File: src/hdl/fbre_pkg.sv
// ----------------------------------------------------------------------------
// fbre_pkg: shared types, constants and font table for the raster engine
// Holds command codes, controller/datapath command and status structs and
// the 5x7 glyph font.
// ----------------------------------------------------------------------------
package fbre_pkg;

    localparam int DEF_SCREEN_W = 128;
    localparam int DEF_SCREEN_H = 64;

    localparam logic [3:0] KIND_CLEAR    = 4'd0;
    localparam logic [3:0] KIND_SET      = 4'd1;
    localparam logic [3:0] KIND_RESET    = 4'd2;
    localparam logic [3:0] KIND_LINE     = 4'd3;
    localparam logic [3:0] KIND_RECT     = 4'd4;
    localparam logic [3:0] KIND_FRECT    = 4'd5;
    localparam logic [3:0] KIND_CIRCLE   = 4'd6;
    localparam logic [3:0] KIND_FCIRCLE  = 4'd7;
    localparam logic [3:0] KIND_GLYPH    = 4'd8;
    localparam logic [3:0] KIND_READ     = 4'd9;

    localparam logic [7:0] GLYPH_FIRST = 8'd32;
    localparam logic [7:0] GLYPH_LAST  = 8'd126;

    // span generator modes
    localparam logic [1:0] SPAN_H = 2'd0;
    localparam logic [1:0] SPAN_V = 2'd1;
    localparam logic [1:0] SPAN_G = 2'd2;

    // controller to datapath
    typedef struct packed {
        logic        load;       // latch command fields
        logic        clr_init;
        logic        span_go;    // start a span
        logic [1:0]  span_mode;
        logic signed [12:0] sx;
        logic signed [12:0] sy;
        logic [10:0] slen;
        logic        px_go;      // single pixel op
        logic        px_on;
        logic        line_init;
        logic        line_step;
        logic        circ_init;
        logic        circ_step;
        logic        rd_go;
        logic        done;
    } fbre_cmd_t;

    // datapath to controller
    typedef struct packed {
        logic        clr_last;
        logic        span_busy;
        logic        pix_busy;
        logic        line_last;
        logic        circ_more;
        logic signed [12:0] cpx;
        logic signed [12:0] cpy;
        logic signed [12:0] cx;
        logic signed [12:0] cy;
        logic signed [12:0] xa;
        logic signed [12:0] ya;
        logic [8:0]  w;
        logic [8:0]  h;
        logic [3:0]  kind;
    } fbre_stat_t;

    function automatic logic [39:0] font_row(input logic [7:0] c);
        logic [6:0] i;
        i = (c < GLYPH_FIRST || c > GLYPH_LAST) ? 7'd0 : 7'(c - GLYPH_FIRST);
        case (i)
            7'd0:  font_row = 40'h0000000000; 7'd1:  font_row = 40'h00005F0000;
            7'd2:  font_row = 40'h0007000700; 7'd3:  font_row = 40'h147F147F14;
            7'd4:  font_row = 40'h242A7F2A12; 7'd5:  font_row = 40'h2313086462;
            7'd6:  font_row = 40'h3649552250; 7'd7:  font_row = 40'h0005030000;
            7'd8:  font_row = 40'h001C224100; 7'd9:  font_row = 40'h0041221C00;
            7'd10: font_row = 40'h082A1C2A08; 7'd11: font_row = 40'h08083E0808;
            7'd12: font_row = 40'h0050300000; 7'd13: font_row = 40'h0808080808;
            7'd14: font_row = 40'h0060600000; 7'd15: font_row = 40'h2010080402;
            7'd16: font_row = 40'h3E5149453E; 7'd17: font_row = 40'h00427F4000;
            7'd18: font_row = 40'h4261514946; 7'd19: font_row = 40'h2141454B31;
            7'd20: font_row = 40'h1814127F10; 7'd21: font_row = 40'h2745454539;
            7'd22: font_row = 40'h3C4A494930; 7'd23: font_row = 40'h0171090503;
            7'd24: font_row = 40'h3649494936; 7'd25: font_row = 40'h064949291E;
            7'd26: font_row = 40'h0036360000; 7'd27: font_row = 40'h0056360000;
            7'd28: font_row = 40'h0008142241; 7'd29: font_row = 40'h1414141414;
            7'd30: font_row = 40'h4122140800; 7'd31: font_row = 40'h0201510906;
            7'd32: font_row = 40'h324979413E; 7'd33: font_row = 40'h7E1111117E;
            7'd34: font_row = 40'h7F49494936; 7'd35: font_row = 40'h3E41414122;
            7'd36: font_row = 40'h7F4141221C; 7'd37: font_row = 40'h7F49494941;
            7'd38: font_row = 40'h7F09090101; 7'd39: font_row = 40'h3E41415132;
            7'd40: font_row = 40'h7F0808087F; 7'd41: font_row = 40'h00417F4100;
            7'd42: font_row = 40'h2040413F01; 7'd43: font_row = 40'h7F08142241;
            7'd44: font_row = 40'h7F40404040; 7'd45: font_row = 40'h7F0204027F;
            7'd46: font_row = 40'h7F0408107F; 7'd47: font_row = 40'h3E4141413E;
            7'd48: font_row = 40'h7F09090906; 7'd49: font_row = 40'h3E4151215E;
            7'd50: font_row = 40'h7F09192946; 7'd51: font_row = 40'h4649494931;
            7'd52: font_row = 40'h01017F0101; 7'd53: font_row = 40'h3F4040403F;
            7'd54: font_row = 40'h1F2040201F; 7'd55: font_row = 40'h7F2018207F;
            7'd56: font_row = 40'h6314081463; 7'd57: font_row = 40'h0304780403;
            7'd58: font_row = 40'h6151494543; 7'd59: font_row = 40'h00007F4141;
            7'd60: font_row = 40'h0204081020; 7'd61: font_row = 40'h41417F0000;
            7'd62: font_row = 40'h0402010204; 7'd63: font_row = 40'h4040404040;
            7'd64: font_row = 40'h0001020400; 7'd65: font_row = 40'h2054545478;
            7'd66: font_row = 40'h7F48444438; 7'd67: font_row = 40'h3844444420;
            7'd68: font_row = 40'h384444487F; 7'd69: font_row = 40'h3854545418;
            7'd70: font_row = 40'h087E090102; 7'd71: font_row = 40'h081454543C;
            7'd72: font_row = 40'h7F08040478; 7'd73: font_row = 40'h00447D4000;
            7'd74: font_row = 40'h2040443D00; 7'd75: font_row = 40'h007F102844;
            7'd76: font_row = 40'h00417F4000; 7'd77: font_row = 40'h7C04180478;
            7'd78: font_row = 40'h7C08040478; 7'd79: font_row = 40'h3844444438;
            7'd80: font_row = 40'h7C14141408; 7'd81: font_row = 40'h081414187C;
            7'd82: font_row = 40'h7C08040408; 7'd83: font_row = 40'h4854545420;
            7'd84: font_row = 40'h043F444020; 7'd85: font_row = 40'h3C4040207C;
            7'd86: font_row = 40'h1C2040201C; 7'd87: font_row = 40'h3C4030403C;
            7'd88: font_row = 40'h4428102844; 7'd89: font_row = 40'h0C5050503C;
            7'd90: font_row = 40'h4464544C44; 7'd91: font_row = 40'h0008364100;
            7'd92: font_row = 40'h00007F0000; 7'd93: font_row = 40'h0041360800;
            7'd94: font_row = 40'h08082A1C08;
            default: font_row = 40'h0000000000;
        endcase
    endfunction

endpackage

File: src/hdl/fbre_ctrl.sv
// ----------------------------------------------------------------------------
// fbre_ctrl: command sequencer
// Walks each command through its primitives: clear sweep, pixel ops, line
// steps, rectangle and circle spans, glyph scan and byte read.
// ----------------------------------------------------------------------------
module fbre_ctrl
    import fbre_pkg::*;
(
    input  logic        clk,
    input  logic        rst_n,
    input  logic        start,
    output logic        busy,
    output fbre_cmd_t   cmd,
    input  fbre_stat_t  stat
);

    localparam logic [3:0] S_INIT  = 4'd0;
    localparam logic [3:0] S_IDLE  = 4'd1;
    localparam logic [3:0] S_DISP  = 4'd2;
    localparam logic [3:0] S_CLR   = 4'd3;
    localparam logic [3:0] S_LINE  = 4'd4;
    localparam logic [3:0] S_SPAN  = 4'd5;
    localparam logic [3:0] S_CSTEP = 4'd6;
    localparam logic [3:0] S_CSPAN = 4'd7;
    localparam logic [3:0] S_WAIT  = 4'd8;
    localparam logic [3:0] S_DONE  = 4'd9;
    localparam logic [3:0] S_RECT  = 4'd10;

    logic [3:0] state_reg, state_next;
    logic [8:0] idx_reg, idx_next;   // sub-span counter (rect row / edge, circle span)

    logic idle_pix;
    assign idle_pix = !stat.pix_busy && !stat.span_busy;

    always_ff @(posedge clk or negedge rst_n)
    begin
        if (!rst_n)
        begin
            state_reg <= S_INIT;
            idx_reg   <= '0;
        end
        else
        begin
            state_reg <= state_next;
            idx_reg   <= idx_next;
        end
    end

    assign busy = (state_reg != S_IDLE);

    logic signed [12:0] cx, cy, px, py;
    logic               fill;
    assign cx   = stat.cx;
    assign cy   = stat.cy;
    assign px   = stat.cpx;
    assign py   = stat.cpy;
    assign fill = (stat.kind == KIND_FCIRCLE);

    // next state and commands
    always_comb
    begin
        state_next = state_reg;
        idx_next   = idx_reg;
        cmd        = '0;
        case (state_reg)
            S_INIT:
            begin
                if (stat.clr_last)
                begin
                    state_next = S_IDLE;
                end
            end
            S_IDLE:
            begin
                if (start)
                begin
                    cmd.load   = 1'b1;
                    state_next = S_DISP;
                end
            end
            S_DISP:
            begin
                idx_next = '0;
                case (stat.kind)
                    KIND_CLEAR:
                    begin
                        cmd.clr_init = 1'b1;
                        state_next   = S_CLR;
                    end
                    KIND_SET, KIND_RESET:
                    begin
                        cmd.px_go  = 1'b1;
                        cmd.px_on  = (stat.kind == KIND_SET);
                        cmd.sx     = stat.xa;
                        cmd.sy     = stat.ya;
                        state_next = S_WAIT;
                    end
                    KIND_LINE:
                    begin
                        cmd.line_init = 1'b1;
                        state_next    = S_LINE;
                    end
                    KIND_RECT, KIND_FRECT:
                    begin
                        state_next = (stat.w == '0 || stat.h == '0) ? S_DONE : S_RECT;
                    end
                    KIND_CIRCLE, KIND_FCIRCLE:
                    begin
                        cmd.circ_init = 1'b1;
                        state_next    = S_CSPAN;
                    end
                    KIND_GLYPH:
                    begin
                        cmd.span_go   = 1'b1;
                        cmd.span_mode = SPAN_G;
                        cmd.sx        = stat.xa;
                        cmd.sy        = stat.ya;
                        cmd.slen      = 11'd40;
                        state_next    = S_WAIT;
                    end
                    KIND_READ:
                    begin
                        cmd.rd_go  = 1'b1;
                        state_next = S_WAIT;
                    end
                    default:
                    begin
                        state_next = S_DONE;
                    end
                endcase
            end
            S_CLR:
            begin
                if (stat.clr_last)
                begin
                    state_next = S_DONE;
                end
            end
            S_LINE:
            begin
                if (!stat.pix_busy)
                begin
                    cmd.line_step = 1'b1;
                    if (stat.line_last)
                    begin
                        state_next = S_WAIT;
                    end
                end
            end
            S_RECT:
            begin
                // filled: a row for each index; outline: top, bottom, left and right edges
                if (idle_pix)
                begin
                    cmd.span_go = 1'b1;
                    idx_next    = idx_reg + 1'b1;
                    if (stat.kind == KIND_FRECT)
                    begin
                        cmd.span_mode = SPAN_H;
                        cmd.sx        = stat.xa;
                        cmd.sy        = stat.ya + 13'(idx_reg);
                        cmd.slen      = 11'(stat.w);
                        if (idx_reg == stat.h - 1'b1)
                        begin
                            state_next = S_WAIT;
                        end
                    end
                    else
                    begin
                        case (idx_reg[1:0])
                            2'd0:
                            begin
                                cmd.span_mode = SPAN_H;
                                cmd.sx = stat.xa;
                                cmd.sy = stat.ya;
                                cmd.slen = 11'(stat.w);
                            end
                            2'd1:
                            begin
                                cmd.span_mode = SPAN_H;
                                cmd.sx = stat.xa;
                                cmd.sy = stat.ya + 13'(stat.h) - 13'sd1;
                                cmd.slen = 11'(stat.w);
                            end
                            2'd2:
                            begin
                                cmd.span_mode = SPAN_V;
                                cmd.sx = stat.xa;
                                cmd.sy = stat.ya;
                                cmd.slen = 11'(stat.h);
                            end
                            default:
                            begin
                                cmd.span_mode = SPAN_V;
                                cmd.sx = stat.xa + 13'(stat.w) - 13'sd1;
                                cmd.sy = stat.ya;
                                cmd.slen = 11'(stat.h);
                                state_next = S_WAIT;
                            end
                        endcase
                    end
                end
            end
            S_CSPAN:
            begin
                // points or spans of the current octant set
                if (idle_pix)
                begin
                    cmd.span_go   = 1'b1;
                    cmd.span_mode = SPAN_V;
                    cmd.slen      = 11'd1;
                    idx_next      = idx_reg + 1'b1;
                    if (fill)
                    begin
                        case (idx_reg[1:0])
                            2'd0:
                            begin
                                cmd.sx = cx + px; cmd.sy = cy - py;
                                cmd.slen = 11'((py <<< 1) + 13'sd1);
                            end
                            2'd1:
                            begin
                                cmd.sx = cx - px; cmd.sy = cy - py;
                                cmd.slen = 11'((py <<< 1) + 13'sd1);
                            end
                            2'd2:
                            begin
                                cmd.sx = cx + py; cmd.sy = cy - px;
                                cmd.slen = 11'((px <<< 1) + 13'sd1);
                            end
                            default:
                            begin
                                cmd.sx = cx - py; cmd.sy = cy - px;
                                cmd.slen = 11'((px <<< 1) + 13'sd1);
                            end
                        endcase
                        if (idx_reg[1:0] == 2'd3 || (px == 0 && idx_reg[1:0] == 2'd0))
                        begin
                            idx_next   = '0;
                            state_next = S_CSTEP;
                        end
                    end
                    else
                    begin
                        case (idx_reg[2:0])
                            3'd0: begin cmd.sx = cx + px; cmd.sy = cy + py; end
                            3'd1: begin cmd.sx = cx - px; cmd.sy = cy + py; end
                            3'd2: begin cmd.sx = cx + px; cmd.sy = cy - py; end
                            3'd3: begin cmd.sx = cx - px; cmd.sy = cy - py; end
                            3'd4: begin cmd.sx = cx + py; cmd.sy = cy + px; end
                            3'd5: begin cmd.sx = cx - py; cmd.sy = cy + px; end
                            3'd6: begin cmd.sx = cx + py; cmd.sy = cy - px; end
                            default: begin cmd.sx = cx - py; cmd.sy = cy - px; end
                        endcase
                        // initial four points: (0,r),(0,-r),(r,0),(-r,0) are idx 0,2,4,5
                        if (px == 0)
                        begin
                            if (idx_reg[2:0] == 3'd0)      idx_next = 9'd2;
                            else if (idx_reg[2:0] == 3'd2) idx_next = 9'd4;
                        end
                        if (idx_reg[2:0] == 3'd7 || (px == 0 && idx_reg[2:0] == 3'd5))
                        begin
                            idx_next   = '0;
                            state_next = S_CSTEP;
                        end
                    end
                end
            end
            S_CSTEP:
            begin
                if (idle_pix)
                begin
                    if (stat.circ_more)
                    begin
                        cmd.circ_step = 1'b1;
                        state_next    = S_CSPAN;
                    end
                    else
                    begin
                        state_next = S_DONE;
                    end
                end
            end
            S_WAIT:
            begin
                if (idle_pix)
                begin
                    state_next = S_DONE;
                end
            end
            S_DONE:
            begin
                cmd.done   = 1'b1;
                state_next = S_IDLE;
            end
            default:
            begin
                state_next = S_IDLE;
            end
        endcase
    end

    a_accept_idle: assert property (@(posedge clk) disable iff (!rst_n)
        (cmd.load) |-> (state_reg == S_IDLE))
        else $error("load outside idle");
    a_done_idle: assert property (@(posedge clk) disable iff (!rst_n)
        cmd.done |=> !busy)
        else $error("not idle after done");
    a_step_free: assert property (@(posedge clk) disable iff (!rst_n)
        cmd.line_step |-> !stat.pix_busy)
        else $error("line step over a pending write");

endmodule
File: config.mk
export PLATFORM = sky130hd
export DESIGN_NAME = fbre_ctrl
export DESIGN_NICKNAME = d
export VERILOG_FILES = /design/src/hdl/fbre_pkg.sv /design/src/hdl/fbre_ctrl.sv
export SDC_FILE = /design/constraint.sdc
export NUM_CORES = 1
export LEC_CHECK = 0
export BUFFER_PORTS_ARGS = -buffer_cell sky130_fd_sc_hd__buf_2
export CAP_MARGIN = 20
export CORE_MARGIN = 4
export CORE_UTILIZATION = 45
export CTS_CLUSTER_DIAMETER = 30
export DETAILED_ROUTE_END_ITERATION = 7
export GPL_ROUTABILITY_DRIVEN = 0
export PLACE_DENSITY = 0.72
export SYNTH_ARGS = -nofsm -noshare
export SYNTH_HDL_FRONTEND = slang
export SYNTH_SLANG_ARGS = --single-unit
export TNS_END_PERCENT = 30
File: constraint.sdc
create_clock -name clk -period 3.9 [get_ports clk]
set_input_delay 0.195 -clock clk [delete_from_list [all_inputs] [get_ports clk]]
set_output_delay 0.195 -clock clk [all_outputs]
set_load 0.005 [all_outputs]
==> key figures <==
Synth
  – Largest family of logic cells by synthesized area: compound AO/OA/AOI/OAI gates
  – Synth Area in Compound Gates: 0.354
  – Post-synthesis adder-cell area fraction: 0.208
  – Post-synth EDFFs: 0
  – Post-Synthesis Cell Area: 10,400 um2
  – Ys async rst share: 1.00
  – Post-synthesis net count: roughly 1,800
  – Synth unique cells: 88
  – Post-synthesis mux area share: 0.0307
  – Seq/Total Area, Yosys: 0.0313
  – Syn. warnings: 0
  – Top_reg_cell synth: dfrtp_1
  – Simple-gate share of the synthesized area: 0.210
  – Mapped Cells: 1,506
  – XOR/XNOR Fraction of Synth Area: 0.0818
  – Flops & latches, synth: 13
  – Syn Area/Cell: a little under 7 um2

Worst hold path
  – Worst Hold Path Cells: 5
  – Worst Hold Path EP: state_reg[1]
  – Hold_sp: stat[100]
  – Worst hold path class: in -> reg

Floorplan
  – Die span in x: between 150 and 200 um
  – Die area: approximately 26,000 um2
  – FP Rows: 55
  – Core box area: 22,700 um2
  – Starting Density: 0.458
  – IO Count: ~160
  – Die Ht: around 160 um

Final layout
  – Post-Layout Inst Area: approximately 12,000 um2
  – Max reg flops: 9
  – Core Util, Final: 0.509
  – Share of cells above drive strength 1: 0.139
  – Net count, final: between 1,500 and 2,000
  – Area Growth Syn to Fin: 11.2%
  – # fillers: approximately 2,300
  – Post-route insts no fill: roughly 1,900

Route
  – Vias per cell: ~6.5
  – DRT iter0 DRCs: 1,523
  – Total wire length: slightly above 40 mm
  – Pre-antenna DRT Iters: 8
  – DRT antenna net count: 0
  – Via count: about 12,000
  – DR DRC count: 2
  – Drt wl/cell: ~21 um

CTS
  – Worst-path clk slew: ~50 ps
  – Clock Sinks: 13
  – Worst-Skew Late Latency: about 250 ps
  – Post-CTS sizing: 0
  – Clk Tree Root Cell: clkbuf_16
  – CTS tree: done
  – Max Root-Sink Buffers: 2
  – H-Tree Depth: 1
  – Clock buffer count from CTS: 3
  – Post-CTS Setup Repair Bufs: 0
  – Post-CTS Hold Fix Bufs: 1

Pwr
  – P_leak: around 5.5 nW
  – VDD IR max: between 0.0003 and 0.0004 V
  – Pwr dens: 385 nW/um2
  – Total Power: ~4.4 mW

Timing
  – Setup violators final: 0
  – Final Hold Fails: 0
  – Post-route setup slack: 340 ps
  – Setup Skew: roughly 1.3 ps
  – Tightest Pin Transition: about 810 ps
  – Setup TNS: 0 ps
  – Fmax: about 280 MHz
  – Unrepaired setup endpoints after global routing: false
  – Min Clock Period, post-route: 3560 ps
  – Tcrit/Tclk final: 0.913
  – Slew HR: 0.456
  – Worst hold slack: between 300 and 400 ps
  – Pins Over Slew Limit: 0

Run
  – MaxCap Viol Count: 0

Global route
  – First-pass GRT wire length: between 60 and 70 mm
  – Initial antenna violation count: 1
  – Total grt overflow: 0
  – Vias in the first global route: approximately 11,000
  – Tot GR Track Use: 0.300
  – Largest net degree at the start of global routing: 28

Critical path
  – Worst r2r src: idx_reg[0]
  – Reg2reg path depth: 9
  – Startpoint Class: flop
  – Crit path max fanout: 17
  – Worst R2R End: state_reg[0]
  – Crit end category: output pin
  – Crit path DAT: roughly 3400 ps
  – CP required: 3700 ps
  – Reg2reg setup slack: 1160 ps
  – Crit path kind: reg -> out

Placed design
  – DPL Wire Length: ~34 mm
  – # port buffers: around 160
  – DP Area: 11,500 um2
  – Placement Setup Slack: between 500 and 600 ps
  – DP Cell Count: 1,906

Status
  – Status: complete, but fails checks
  – Failing checks: design-rule violations
## layout by cell type, fill, tap and decap left out, types with 23 or more instances in the layout
cell type  count
a21oi_1      109
o21a_1        29
xor2_1        32
o221ai_1      26
o21ai_0       87
xnor2_1       65
a21o_1        24
nand2b_1      30
buf_2        158
nand2_1      100
a211oi_1      23
nor3_1        52
nor2_1       124
inv_1        152
buf_4         30
mux2i_1       24
ha_1         155
nor2b_1       31
a221oi_1      23
## how the worst max path moves through the flow
stage               start  endpoint  slack, ps  cells past startpoint
2_1_floorplan  idx_reg[1]   cmd[31]        500                     14
3_3_place_gp      stat[6]   cmd[31]        550                     14
3_5_place_dp      stat[6]   cmd[31]        520                     14
4_1_cts        idx_reg[0]   cmd[29]        430                     12
5_1_grt        idx_reg[0]   cmd[43]        190                     11
6_report       idx_reg[0]   cmd[21]        340                     12
## per-layer routing
layer  wire length [um]  global-route usage  vias up
met1              16200               0.401     5616
li1                   -                   -     5788
met5                 17                   0        -
met3               5230              0.0692      162
met4               2750               0.152        2
met2              16800               0.451      865
## cells by family after synthesis
| kind of cell | count (synthesis) |
|---|---|
| XOR/XNOR | 97 |
| buffers and inverters | 227 |
| AO/OA/AOI/OAI | 531 |
| adder cells (fa/ha/maj) | 166 |
| flip-flops | 13 |
| AND/OR/NAND/NOR | 441 |
| multiplexers | 31 |
## synth_stat cells, drive strengths merged, types with 14 or more instances
master	instances	area (um2)
buf	24	116
nor2b	31	194
or3	15	93.8
xnor2	65	569
o211ai	14	110
nand2	100	375
xor2	32	280
o21a	29	218
mux2i	24	240
a221oi	24	216
a21o	24	180
ha	155	1940
nor2	124	465
a211oi	24	185
a221o	14	140
a21oi	109	546
clkbuf	49	184
o31ai	17	133
a31oi	17	106
o22ai	21	131
o21ai	107	543
o21bai	16	120
nand3	23	125
nor3	54	280
nand2b	30	188
nor4	16	106
o221ai	26	228
inv	153	574
## critical path: stages (launching register included)
cell and delay [ps]:
dfrtp_1 500, inv_1 140, ha_1 170, buf_4 240, nor2_1 150, nor2_1 640
a2bb2oi_1 150, nor2_1 120, a221oi_1 60, o221ai_1 190, o21ai_0 200, o21ai_0 360
buf_2 180
## where the power goes
group / leakage [nW] / internal [mW] / switching, mW
combinational: 5.28 / 1.47 / 2.50
sequential: 0.172 / 0.170 / 0.0982
clock: 0.0409 / 0.137 / 0.0670
## layout make-up
class | instances | area (um2) | share of cell area
multi-input combinational | 1266 | 9190 | 0.795
timing repair buffer | 189 | 1030 | 0.0888
inverter | 154 | 578 | 0.0500
tap | 285 | 357 | 0.0309
sequential | 13 | 325 | 0.0282
clock buffer | 3 | 75.1 | 0.00650
clock inverter | 1 | 5.00 | 0.000433
antenna | 1 | 2.50 | 0.000217
Power figures use the tool's default switching activity.
